===== src/design/krt_pkg.sv =====
// ----------------------------------------------------------------------------
// krt_pkg
// item types, record type, opcode and status codes for the keyed record table
// ----------------------------------------------------------------------------
package krt_pkg;

  localparam int unsigned RESULT_CAP = 64;

  localparam logic [2:0] OP_ADD      = 3'd0;
  localparam logic [2:0] OP_FIND_ID  = 3'd1;
  localparam logic [2:0] OP_FIND_VAL = 3'd2;
  localparam logic [2:0] OP_DELETE   = 3'd3;
  localparam logic [2:0] OP_READ     = 3'd4;

  localparam logic [2:0] ST_OK    = 3'd0;
  localparam logic [2:0] ST_DUP   = 3'd1;
  localparam logic [2:0] ST_NONE  = 3'd2;
  localparam logic [2:0] ST_FULL  = 3'd3;
  localparam logic [2:0] ST_RANGE = 3'd4;

  typedef struct packed {
    logic [2:0]  opcode;
    logic [31:0] key_id;
    logic [63:0] entry_value;
    logic [5:0]  position;
  } req_t;

  typedef struct packed {
    logic [2:0]  status;
    logic [5:0]  found_position;
    logic [31:0] found_id;
    logic [63:0] found_value;
    logic [6:0]  entry_count;
    logic        last_result;
  } rsp_t;

  typedef struct packed {
    logic [31:0] id;
    logic [63:0] value;
  } rec_t;

endpackage


===== src/design/krt_ctrl.sv =====
// ----------------------------------------------------------------------------
// krt_ctrl
// sequencer: scans the record store, appends, swap-removes and reads records
// ----------------------------------------------------------------------------
module krt_ctrl #(
  parameter int unsigned DEPTH = 64,
  parameter int unsigned AW    = $clog2(DEPTH),
  parameter int unsigned CW    = $clog2(DEPTH + 1)
) (
  input  logic           clk,
  input  logic           rst,
  input  logic           req_valid,
  output logic           req_ready,
  input  krt_pkg::req_t  req,
  input  logic           out_free,
  output logic           emit,
  output krt_pkg::rsp_t  emit_item,
  output logic           rd_en,
  output logic [AW-1:0]  rd_addr,
  input  krt_pkg::rec_t  rd_data,
  output logic           wr_en,
  output logic [AW-1:0]  wr_addr,
  output krt_pkg::rec_t  wr_data
);
  import krt_pkg::*;

  localparam int unsigned CMPW = (CW > 6) ? CW : 6;

  localparam logic [2:0] S_IDLE  = 3'd0;
  localparam logic [2:0] S_SCAN  = 3'd1;
  localparam logic [2:0] S_READ  = 3'd2;
  localparam logic [2:0] S_DELRD = 3'd3;
  localparam logic [2:0] S_DELWR = 3'd4;
  localparam logic [2:0] S_EMIT  = 3'd5;

  logic [2:0]    state, state_next;
  logic [CW-1:0] count, count_next;
  logic [CW-1:0] issue_idx, issue_idx_next;
  logic          rd_vld, rd_vld_next;
  logic          pend, pend_next;
  logic [6:0]    nmatch, nmatch_next;
  logic [AW-1:0] rd_idx, rd_idx_next;
  logic [AW-1:0] hit_idx, hit_idx_next;
  logic [2:0]    op, op_next;
  logic [31:0]   key, key_next;
  logic [63:0]   val, val_next;
  rsp_t          res, res_next;

  logic          do_issue;
  logic          id_hit;
  logic          val_hit;
  logic          scan_done;
  logic [CW-1:0] tail;
  logic [CMPW-1:0] pos_ext;
  logic [CMPW-1:0] cnt_ext;

  function automatic rsp_t hit_item(logic [2:0] st, logic [AW-1:0] idx, rec_t r, logic last);
    rsp_t o;
    o                = '0;
    o.status         = st;
    o.found_position = 6'(idx);
    o.found_id       = r.id;
    o.found_value    = r.value;
    o.last_result    = last;
    return o;
  endfunction

  function automatic rsp_t miss_item(logic [2:0] st);
    rsp_t o;
    o             = '0;
    o.status      = st;
    o.last_result = 1'b1;
    return o;
  endfunction

  assign req_ready = (state == S_IDLE);
  assign id_hit    = (rd_data.id == key);
  assign val_hit   = (rd_data.value == val);
  assign scan_done = !rd_vld && (issue_idx == count);
  assign tail      = count - CW'(1);
  assign pos_ext   = CMPW'(req.position);
  assign cnt_ext   = CMPW'(count);

  always_comb begin
    state_next     = state;
    count_next     = count;
    issue_idx_next = issue_idx;
    rd_vld_next    = 1'b0;
    pend_next      = pend;
    nmatch_next    = nmatch;
    rd_idx_next    = rd_idx;
    hit_idx_next   = hit_idx;
    op_next        = op;
    key_next       = key;
    val_next       = val;
    res_next       = res;
    do_issue       = 1'b0;
    rd_en          = 1'b0;
    rd_addr        = issue_idx[AW-1:0];
    wr_en          = 1'b0;
    wr_addr        = count[AW-1:0];
    wr_data        = '{id: key, value: val};
    emit           = 1'b0;
    emit_item      = res;
    emit_item.entry_count = 7'(count);

    unique case (state)
      S_IDLE: begin
        if (req_valid) begin
          op_next        = req.opcode;
          key_next       = req.key_id;
          val_next       = req.entry_value;
          pend_next      = 1'b0;
          nmatch_next    = '0;
          issue_idx_next = '0;
          case (req.opcode) inside
            OP_ADD, OP_FIND_ID, OP_FIND_VAL, OP_DELETE: begin
              state_next = S_SCAN;
            end
            OP_READ: begin
              if (pos_ext < cnt_ext) begin
                rd_en       = 1'b1;
                rd_addr     = pos_ext[AW-1:0];
                rd_idx_next = pos_ext[AW-1:0];
                state_next  = S_READ;
              end else begin
                res_next   = miss_item(ST_RANGE);
                state_next = S_EMIT;
              end
            end
            default: begin
              res_next   = miss_item(ST_NONE);
              state_next = S_EMIT;
            end
          endcase
        end
      end
      S_SCAN: begin
        if (rd_vld && (op == OP_FIND_VAL) && val_hit) begin
          if (pend && !out_free) begin
            rd_vld_next = 1'b1;
          end else begin
            emit        = pend;
            res_next    = hit_item(ST_OK, rd_idx, rd_data, 1'b0);
            pend_next   = 1'b1;
            nmatch_next = nmatch + 7'd1;
            if (nmatch == 7'(RESULT_CAP - 1)) begin
              res_next.last_result = 1'b1;
              state_next           = S_EMIT;
            end else begin
              do_issue = 1'b1;
            end
          end
        end else if (rd_vld && (op != OP_FIND_VAL) && id_hit) begin
          hit_idx_next = rd_idx;
          res_next     = hit_item((op == OP_ADD) ? ST_DUP : ST_OK, rd_idx, rd_data, 1'b1);
          state_next   = (op == OP_DELETE) ? S_DELRD : S_EMIT;
        end else if (scan_done) begin
          state_next = S_EMIT;
          case (op)
            OP_ADD: begin
              if (count == CW'(DEPTH)) begin
                res_next = miss_item(ST_FULL);
              end else begin
                wr_en      = 1'b1;
                res_next   = hit_item(ST_OK, count[AW-1:0], '{id: key, value: val}, 1'b1);
                count_next = count + CW'(1);
              end
            end
            OP_FIND_VAL: begin
              if (pend) begin
                res_next.last_result = 1'b1;
              end else begin
                res_next = miss_item(ST_NONE);
              end
            end
            default: begin
              res_next = miss_item(ST_NONE);
            end
          endcase
        end else begin
          do_issue = 1'b1;
        end
        if (do_issue && (issue_idx != count)) begin
          rd_en          = 1'b1;
          rd_addr        = issue_idx[AW-1:0];
          rd_idx_next    = issue_idx[AW-1:0];
          issue_idx_next = issue_idx + CW'(1);
          rd_vld_next    = 1'b1;
        end
      end
      S_READ: begin
        res_next   = hit_item(ST_OK, rd_idx, rd_data, 1'b1);
        state_next = S_EMIT;
      end
      S_DELRD: begin
        rd_en      = 1'b1;
        rd_addr    = tail[AW-1:0];
        state_next = S_DELWR;
      end
      S_DELWR: begin
        wr_en      = 1'b1;
        wr_addr    = hit_idx;
        wr_data    = rd_data;
        count_next = tail;
        state_next = S_EMIT;
      end
      S_EMIT: begin
        if (out_free) begin
          emit       = 1'b1;
          state_next = S_IDLE;
        end
      end
      default: begin
        state_next = S_IDLE;
      end
    endcase
  end

  always_ff @(posedge clk) begin
    if (rst) begin
      state  <= S_IDLE;
      count  <= '0;
      rd_vld <= 1'b0;
      pend   <= 1'b0;
      nmatch <= '0;
    end else begin
      state  <= state_next;
      count  <= count_next;
      rd_vld <= rd_vld_next;
      pend   <= pend_next;
      nmatch <= nmatch_next;
    end
  end

  always_ff @(posedge clk) begin
    issue_idx <= issue_idx_next;
    rd_idx    <= rd_idx_next;
    hit_idx   <= hit_idx_next;
    op        <= op_next;
    key       <= key_next;
    val       <= val_next;
    res       <= res_next;
  end

endmodule


===== config.mk =====
export PLATFORM = sky130hd
export DESIGN_NAME = krt_ctrl
export DESIGN_NICKNAME = d
export VERILOG_FILES = /design/src/design/krt_pkg.sv /design/src/design/krt_ctrl.sv
export SDC_FILE = /design/constraint.sdc
export NUM_CORES = 1
export LEC_CHECK = 0
export BUFFER_PORTS_ARGS = -buffer_cell sky130_fd_sc_hd__buf_2
export CAP_MARGIN = 20
export CELL_PAD_IN_SITES_DETAIL_PLACEMENT = 1
export CELL_PAD_IN_SITES_GLOBAL_PLACEMENT = 1
export CORE_ASPECT_RATIO = 0.75
export CORE_MARGIN = 3
export CORE_UTILIZATION = 35
export DETAILED_ROUTE_END_ITERATION = 7
export MAX_ROUTING_LAYER = met4
export PLACE_DENSITY = 0.74
export SLEW_MARGIN = 25
export SYNTH_ARGS = -nofsm -noshare
export SYNTH_HDL_FRONTEND = slang
export SYNTH_SLANG_ARGS = --single-unit

===== constraint.sdc =====
create_clock -name clk -period 9.6 [get_ports clk]
set_clock_uncertainty 0.15 [all_clocks]
set_input_delay 0.48 -clock clk [delete_from_list [all_inputs] [get_ports clk]]
set_output_delay 0.48 -clock clk [all_outputs]
set_load 0.01 [all_outputs]

==> results of run 1 <==
-- cell type report --
class	count	share of cell area [%]
multi-input combinational	845	29.6
clock buffer	27	3.99
antenna	14	0.207
timing repair buffer	541	19.1
sequential	243	41.9
clock inverter	22	1.42
inverter	18	0.413
tap	457	3.37
-- cells in the mapped netlist (3+ instances only) --
cell type | instances | share of area (%)
nand2_1 | 337 | 10
edfxtp_1 | 224 | 54
a22o_1 | 102 | 7.2
xnor2_1 | 68 | 4.8
clkbuf_1 | 46 | 1.4
xor2_1 | 44 | 3.1
nor2_1 | 35 | 1.1
a21oi_1 | 26 | 1.0
nand4_1 | 26 | 1.3
o21ai_0 | 26 | 1.0
nor4_1 | 23 | 1.2
nand3_1 | 22 | 0.89
nand2b_1 | 20 | 1.0
dfxtp_1 | 19 | 3.1
buf_2 | 17 | 0.69
inv_1 | 17 | 0.51
nor3_1 | 13 | 0.52
and3_1 | 10 | 0.50
ha_1 | 9 | 0.91
a21o_1 | 8 | 0.48
o22ai_1 | 7 | 0.35
and2_1 | 5 | 0.25
nor2b_1 | 5 | 0.25
nor3b_1 | 5 | 0.30
a22oi_1 | 4 | 0.24
or2_2 | 4 | 0.20
or3_1 | 4 | 0.20
a211o_1 | 3 | 0.21
a211oi_1 | 3 | 0.18
a31oi_1 | 3 | 0.15
mux2i_1 | 3 | 0.24
nor4b_1 | 3 | 0.21
nor4bb_1 | 3 | 0.24
-- worst max-delay path, stage by stage (launching register included) --
cell      delay (ps)
edfxtp_1         420
xnor2_1          660
nand4_1          180
or4_1            570
nor4_2           580
and2_1           310
nor3_1           130
a211oi_4         250
buf_4            520
buf_4            630
-- power groups by stage --
stage	clock network [W]	logic, W	registers, W
final	0.00109	0.000897	0.00144
after global routing	0.00116	0.000972	0.00145
after CTS	0.00112	0.000896	0.00143
after detailed placement	0	0.000856	0.00145
after global placement	0	0.000840	0.00145
after floorplan	0	0.000432	0.00146
-- cell families (layout without fill, tap and decap cells) --
kind of cell | count (synthesis) | count (layout) | synth area share (%)
DFF | 243 | 243 | 57.2
other | 0 | 14 | 0
AOI/OAI and AO/OA | 194 | 194 | 11.8
muxes | 3 | 3 | 0.242
and+or+nand+nor | 527 | 527 | 19.3
adders and majority gates | 9 | 9 | 0.907
buffers and inverters | 83 | 608 | 2.68
xor gates and xnor gates | 112 | 112 | 7.90
-- per-layer routing --
layer / track usage, % / vias to the layer above
li1: - / 5256
met1: 34.8 / 5751
met2: 43.0 / 594
met3: 6.17 / 98
met4: 8.81 / 0
met5: - / -
-- registers in the layout, indices dropped and copies added, names as in the netlist, 3 cells and up --
signal,cells
emit_item,106
val,64
key,32
cnt_ext,7
issue_idx,7
nmatch,7
hit_idx,6
rd_idx,6
op,3
state,3
-- worst paths after layout --
path	from	endpoint	slack, ps	depth (start not counted)
min reg2reg	rd_idx[0]	hit_idx[0]	310	0
min	req[3]	rd_idx[3]	110	3
max reg2reg	val[48]	emit_item[36]	4790	9
max	val[48]	emit_item[36]	4790	9
-- per-stage QoR --
step | area [sq um] | setup slack, ps | instances | hold WS [ps]
finish | 16900 | 4790 | 2167 | 106
global route | 16900 | 4640 | 2167 | 91.6
CTS | 16900 | 4820 | 2153 | 65.1
detailed placement | 15000 | 4710 | 2005 | 286
global placement | 15000 | 4840 | 2005 | 285
floorplan | 12400 | 2690 | 1171 | 277
-- what timing repair did --
item                                   in CTS  in global routing
hold buffers                               99                  0
endpoints found under the hold margin      99                  0
buffers inserted                            0                  0
==> flow_metrics.tcl, run 1 <==
set metrics [dict create \
    worstMarginPinSlew_ps 1010 \
    period_share_pct 50.1 \
    p_sw_w 0.00112 \
    viasPerCell 5.40 \
    hpwlAfterDp_mm 37.1 \
    cts_resized 0 \
    clkTransAtPathRegs_ps 60 \
    comb_power_share_pct 26.2 \
    ys_ff_latch 243 \
    seq_area_sq_um 7110 \
    routed.top_layer "met4" \
    yosysUniqueCellTypes 53 \
    finish.net_count 1890 \
    synth_edf_count 224 \
    final.fill_count 4005 \
    wl_met2_mm 24.2 \
    finalPower_w 0.00342 \
    final_antenna_net_count 0 \
    critPathRequiredTime_ps 9620 \
    max_cap_viol_count 0 \
    worstSkewPairLatency_ps 540 \
    avgSynthCellArea_sq_um 10.6 \
    power.share.clock_pct 31.9 \
    cts_tree "built" \
    antenna_found_initial 14 \
    synth_flop_cell "edfxtp_1" \
    globalRouteTotalUtil_pct 27.1 \
    status "completed" \
    drc 0 \
    ios 430 \
    final_cell_mix "buf_2 (429), nand2_1 (336), edfxtp_1 (224)" \
    drt-met1-wl_mm 21.3 \
    coreArea_sq_um 34800 \
    grt_max_degree 69 \
    multi_input_area_sq_um 5010 \
    grt_pass1_wl_mm 75.8 \
    cts_made_buffers 27 \
    met3_length_mm 4.37 \
    drt-initial-drc-count 921 \
    maxSlewHeadroom_pct 32.4 \
    post_drt_wl_per_cell_um 23.8 \
    cts_root_buf "clkbuf_16" \
    fin_util_pct 48.6 \
    area_growth_pct 36.5 \
    vdd_drop_max_v 0.000140 \
    cp-end-kind "flop" \
    leakage_nw 7.17 \
    ys_async_sr_fraction_pct 0 \
    cts_sinks 243 \
    fp.dieW_um 223 \
    power_density_nw_per_um2 202 \
    layout-drive-gt1-share_pct 29.5 \
    rsz0062_at_grt "false" \
    dieArea_sq_um 37800 \
    path_class "reg2reg" \
    period_minus_slack_ps 4810 \
    ys_seq_area_share_pct 57.2 \
    power.internal_w 0.00230 \
    globalRouteOverflowTotal 0 \
    grt_pass1_vias 12078 \
    floorplan.rows 59 \
    ys_warn_count 0 \
    final_hold_viol_count 0 \
    drtPass1Iterations 5 \
    die_h_um 169 \
    slew_viol_final 0 \
    finalSetupViolations 0 \
    worstHoldPathType "in2reg" \
    num_vias 11699 \
    layout_commonest_cell "buf_2" \
    syn_nets 1385 \
    p_seq_share_pct 41.9 \
    finalSetupTns_ps 0 \
    syn-cell-area_sq_um 12400 \
    place_congestion 0.899 \
    syn_inst 1171 \
    start_util_pct 35.6 \
    portBuffers 429 \
    htree_num_levels 1 \
    wl_mm 51.5 \
    cts_buffer_depth 3 \
    max_freq_ghz 0.208 \
    switching_share_pct 32.8 \
    setup.worst_path.start_class "flop" \
    cp_max_fo 42 \
    critPathArrivalTime_ps 4830 \
]
Note: power is estimated with default switching activity, not from simulation.
==> run 2, diff against run 1 <==
==> constraint.sdc (replaced) <==
create_clock -name clk -period 4 [get_ports clk]
set_clock_uncertainty 0.15 [all_clocks]
set_input_delay 0.2 -clock clk [delete_from_list [all_inputs] [get_ports clk]]
set_output_delay 0.2 -clock clk [all_outputs]
set_load 0.01 [all_outputs]
==> flow_metrics.tcl, run 2 (synthesized netlist as in run 1, its figures left out) <==
set metrics [dict create \
    cts_sinks 243 \
    drt-initial-drc-count 1058 \
    clkTransAtPathRegs_ps 60 \
    finalSetupViolations 0 \
    ios 430 \
    grt_max_degree 68 \
    cts_buffer_depth 3 \
    dieArea_sq_um 37800 \
    final_antenna_net_count 0 \
    rsz0062_at_grt "false" \
    period_share_pct 96.1 \
    cts_tree "built" \
    cp-end-kind "primary output" \
    worstMarginPinSlew_ps 782 \
    finalSetupTns_ps 0 \
    wl_mm 59.1 \
    max_cap_viol_count 0 \
    place_congestion 0.919 \
    status "completed" \
    place_ws_ps 288 \
    antenna_found_initial 8 \
    max_freq_ghz 0.260 \
    area_growth_pct 46.4 \
    fin_ws_ps 154 \
    path_class "reg2out" \
    grt_pass1_vias 13525 \
    portBuffers 429 \
    fp.dieW_um 223 \
    grt_pass1_wl_mm 85.5 \
    cts_made_buffers 27 \
    viasPerCell 5.54 \
    period_minus_slack_ps 3850 \
    leakage_nw 7.70 \
    cts_root_buf "clkbuf_16" \
    drc 0 \
    finish.net_count 2013 \
    hpwlAfterDp_mm 38.3 \
    power_density_nw_per_um2 460 \
    final_hold_viol_count 0 \
    critPathRequiredTime_ps 3650 \
    layout-drive-gt1-share_pct 28.5 \
    num_vias 12649 \
    critPathArrivalTime_ps 3500 \
    setup.worst_path.start_class "flop" \
    floorplan.rows 59 \
    hold_depth 4 \
    largest_register_ffs 106 \
    start_util_pct 35.6 \
    coreArea_sq_um 34800 \
    r2r_cells 8 \
    globalRouteTotalUtil_pct 30.8 \
    worstHoldPathType "in2reg" \
    maxSlewHeadroom_pct 47.8 \
    globalRouteOverflowTotal 0 \
    post_drt_wl_per_cell_um 25.9 \
    layout_commonest_cell "buf_2" \
    vdd_drop_max_v 0.000335 \
    die_h_um 169 \
    drtPass1Iterations 5 \
    slew_viol_final 0 \
    final_cell_mix "buf_2 (429), nand2_1 (336), edfxtp_1 (224)" \
    cp_max_fo 5 \
    worstSkewPairLatency_ps 550 \
    htree_num_levels 1 \
]
==> run 2: cell types whose count changed in the layout (fill, tap and decap cells not counted), sizes merged <==
cell         delta
inv             -1
clkbuf          +9
diode           -7
clkinv          -5
clkinvlp        -1
dlygate4sd3   +104
bufinv          -3
buf            +19
==> run 2: final timing paths <==
kind	endpoint	from	slack (ps)
min	state[0]	req_valid	40
max	emit	val[0]	150
min reg2reg	hit_idx[4]	rd_idx[4]	300
max reg2reg	emit_item[58]	val[0]	400
==> run 2: report_power, final <==
part / total, W / switching [W] / internal [W]
clock: 0.00251 / 0.00109 / 0.00142
sequential: 0.00343 / 0.000246 / 0.00319
combinational: 0.00242 / 0.00152 / 0.000900
total: 0.00836 / 0.00285 / 0.00551
==> run 2: layer usage <==
metal	global-route usage (%)	routed length (um)	vias to the layer above
met5	-	0	-
met4	12.0	2540	0
met3	6.33	4310	173
met2	50.9	28500	669
met1	37.4	23700	6321
li1	-	-	5486
==> run 2: critical path, stage by stage, from the launching register on <==
cell and delay [ps]:
edfxtp_1 420, xor2_1 230, nor4_1 590, nand4_1 250
nor4_4 450, and2_4 250, a21oi_1 110, nor3_1 410
buf_2 230
==> run 2: cell type report <==
cell class / count / area (sq um)
flip-flops and latches: 243 / 7110
clock inverters: 12 / 111
multi-input cells: 845 / 5050
fillers: 3887 / 16700
diodes: 7 / 17.5
well taps: 457 / 572
clock buffers: 36 / 739
repair buffers: 664 / 4510
inverters: 18 / 71.3
==> run 2: repair_timing <==
action / 4_1_cts / 5_1_grt
buffers inserted: 0 / 0
setup endpoints to repair: 0 / 5
resized for setup: 0 / 2
endpoints found under the hold margin: 217 / 0
hold buffers: 203 / 0
==> run 2: stage by stage <==
step / instance area, sq um / hold WS, ps / std cells / total power, W / utilization (%)
after floorplan: 12500 / 149 / 1171 / 0.00454 / -
after global placement: 15300 / 226 / 2024 / 0.00559 / 43.8
after detailed placement: 15300 / 229 / 2024 / 0.00564 / 43.8
after CTS: 18100 / 15.0 / 2275 / 0.00829 / 52.1
after global routing: 18200 / 73.4 / 2281 / 0.00867 / 52.2
final: 18200 / 41.1 / 2282 / 0.00836 / 52.2
==> run 3, diff against run 2 <==
--- a/config.mk
+++ b/config.mk
@@ -11,10 +11,10 @@
 export CELL_PAD_IN_SITES_GLOBAL_PLACEMENT = 1
 export CORE_ASPECT_RATIO = 0.75
 export CORE_MARGIN = 3
-export CORE_UTILIZATION = 35
+export CORE_UTILIZATION = 38
 export DETAILED_ROUTE_END_ITERATION = 7
 export MAX_ROUTING_LAYER = met4
-export PLACE_DENSITY = 0.74
+export PLACE_DENSITY = 0.76
 export SLEW_MARGIN = 25
 export SYNTH_ARGS = -nofsm -noshare
 export SYNTH_HDL_FRONTEND = slang
==> constraint.sdc (replaced) <==
create_clock -name clk -period 4.3 [get_ports clk]
set_clock_uncertainty 0.15 [all_clocks]
set_input_delay 0.215 -clock clk [delete_from_list [all_inputs] [get_ports clk]]
set_output_delay 0.215 -clock clk [all_outputs]
set_load 0.01 [all_outputs]
==> flow_metrics.tcl, run 3 (synthesized netlist as in run 1, its figures left out) <==
set metrics [dict create \
    post_drt_wl_per_cell_um 26.1 \
    die_h_um 163 \
    layout-drive-gt1-share_pct 28.2 \
    cp_max_fo 5 \
    finalSetupViolations 0 \
    slowest_stage "xnor2_1" \
    num_vias 12643 \
    path_delay_family "simple AND/OR/NAND/NOR gates" \
    clkTransAtPathRegs_ps 70 \
    vdd_drop_max_v 0.000246 \
    min_from "req_valid" \
    crit_chain "xnor2_1 > nand4_1 > or3_1 > nor4_4 > and2_4 > a21oi_1 > nor3_1 > buf_2" \
    drtPass1Iterations 5 \
    finish.net_count 2002 \
    post_cts_buffers 0 \
    drt-initial-drc-count 1303 \
    worstHoldPathType "in2reg" \
    slew_viol_final 0 \
    cts_tree "built" \
    setup.worst_path.start_class "flop" \
    globalRouteTotalUtil_pct 33.2 \
    dieArea_sq_um 34900 \
    maxSlewHeadroom_pct 36.1 \
    leakage_nw 7.67 \
    max_cap_viol_count 0 \
    antenna_found_initial 3 \
    cts_resized 0 \
    reg2reg_slack_ps 500 \
    htree_num_levels 1 \
    floorplan.rows 56 \
    wl_mm 58.7 \
    fin_ws_ps 362 \
    final_cell_mix "buf_2 (429), nand2_1 (336), edfxtp_1 (224)" \
    path_class "reg2out" \
    grt_pass1_vias 13473 \
    rr_startpoint "val[6]" \
    status "completed" \
    final.fill_count 3535 \
    critPathMaxStageDelay_ps 650 \
    globalRouteOverflowTotal 0 \
    cts_sinks 243 \
    period_minus_slack_ps 3940 \
    hpwlAfterDp_mm 37.5 \
    finalPower_w 0.00777 \
    start_util_pct 39.1 \
    area_growth_pct 45.3 \
    final_hold_viol_count 0 \
    coreArea_sq_um 31700 \
    fin_area_sq_um 18000 \
    layout_commonest_cell "buf_2" \
    ios 430 \
    cp.buffers_inverters 1 \
    place_ws_ps 712 \
    portBuffers 429 \
    grt_max_degree 82 \
    cp-end-kind "primary output" \
    cts_buffer_depth 3 \
    power_density_nw_per_um2 431 \
    worstSkewPairLatency_ps 560 \
    grt_pass1_wl_mm 86.4 \
    largest_register_ffs 106 \
    fp.dieW_um 215 \
    max_freq_ghz 0.254 \
    drc 0 \
    rsz0062_at_grt "false" \
    place_congestion 0.916 \
    period_share_pct 91.6 \
    final_antenna_net_count 0 \
    critPathRequiredTime_ps 3930 \
    worstMarginPinSlew_ps 959 \
    viasPerCell 5.63 \
    whs_endpoint "state[0]" \
    critPathArrivalTime_ps 3570 \
    hold_depth 4 \
    cts_made_buffers 26 \
    dpl_cell_area_sq_um 15100 \
    r2r_cells 8 \
    rr_endpoint "emit_item[20]" \
    cts_root_buf "clkbuf_16" \
]
## run 3: changes by cell type in the layout (fill, tap and decap cells not counted), moves of 2 or more
cell,before,now
buf_12,7,5
clkbuf_1,6,4
clkbuf_8,3,0
diode_2,7,3
clkinv_2,4,10
clkinvlp_4,2,0
buf_4,25,17
clkbuf_16,27,29
## run 3: area by class of cell
cell class	instances	area, sq um	area share, %
Tap cell	435	544	3.02
Clock buffer	33	741	4.11
Timing Repair Buffer	654	4410	24.4
Multi-Input combinational cell	845	5040	27.9
Clock inverter	15	121	0.673
Inverter	18	70.1	0.389
Sequential cell	243	7110	39.4
Antenna cell	3	7.51	0.0416
## run 3: how the worst max path moves through the flow
stage / start / to / slack (ps) / depth (start not counted)
global route: val[50] / emit / 280 / 8
global placement: val[50] / emit_item[75] / 750 / 8
detailed placement: val[50] / emit_item[89] / 710 / 8
CTS: cnt_ext[3] / rd_addr[0] / 520 / 10
finish: val[6] / emit / 360 / 8
floorplan: val[50] / emit_item[100] / -760 / 7
## run 3: repair_timing
item | 4_1_cts | 5_1_grt
endpoints found under the setup margin | 0 | 0
hold buffers | 203 | 0
endpoints found under the hold margin | 214 | 0
## run 3: tightest hold or removal path, stage by stage
cell     delay, ps
buf_2          150
nor2_1         110
a21oi_1         50
and3_1         170
## run 3: stage by stage
step                utilization [%]  cells  TNS, ps  hold WS [ps]
floorplan                         -   1171   -79330           164
global placement               47.7   1992        0           242
detailed placement             47.7   1992        0           243
CTS                            56.8   2243        0          28.2
global route                   56.8   2246        0           103
finish                         56.8   2246        0          52.6
## run 3: layer usage
layer | track usage, % | vias to the layer above | part of all wire, %
li1 | - | 5472 | -
met1 | 41.5 | 6331 | 40
met2 | 55.7 | 722 | 49
met3 | 5.78 | 118 | 7.7
met4 | 10.3 | 0 | 3.6
met5 | - | - | 0
## run 3: power by group
group          internal, W  switching (W)
combinational     0.000813        0.00138
sequential         0.00296       0.000246
clock              0.00134        0.00104
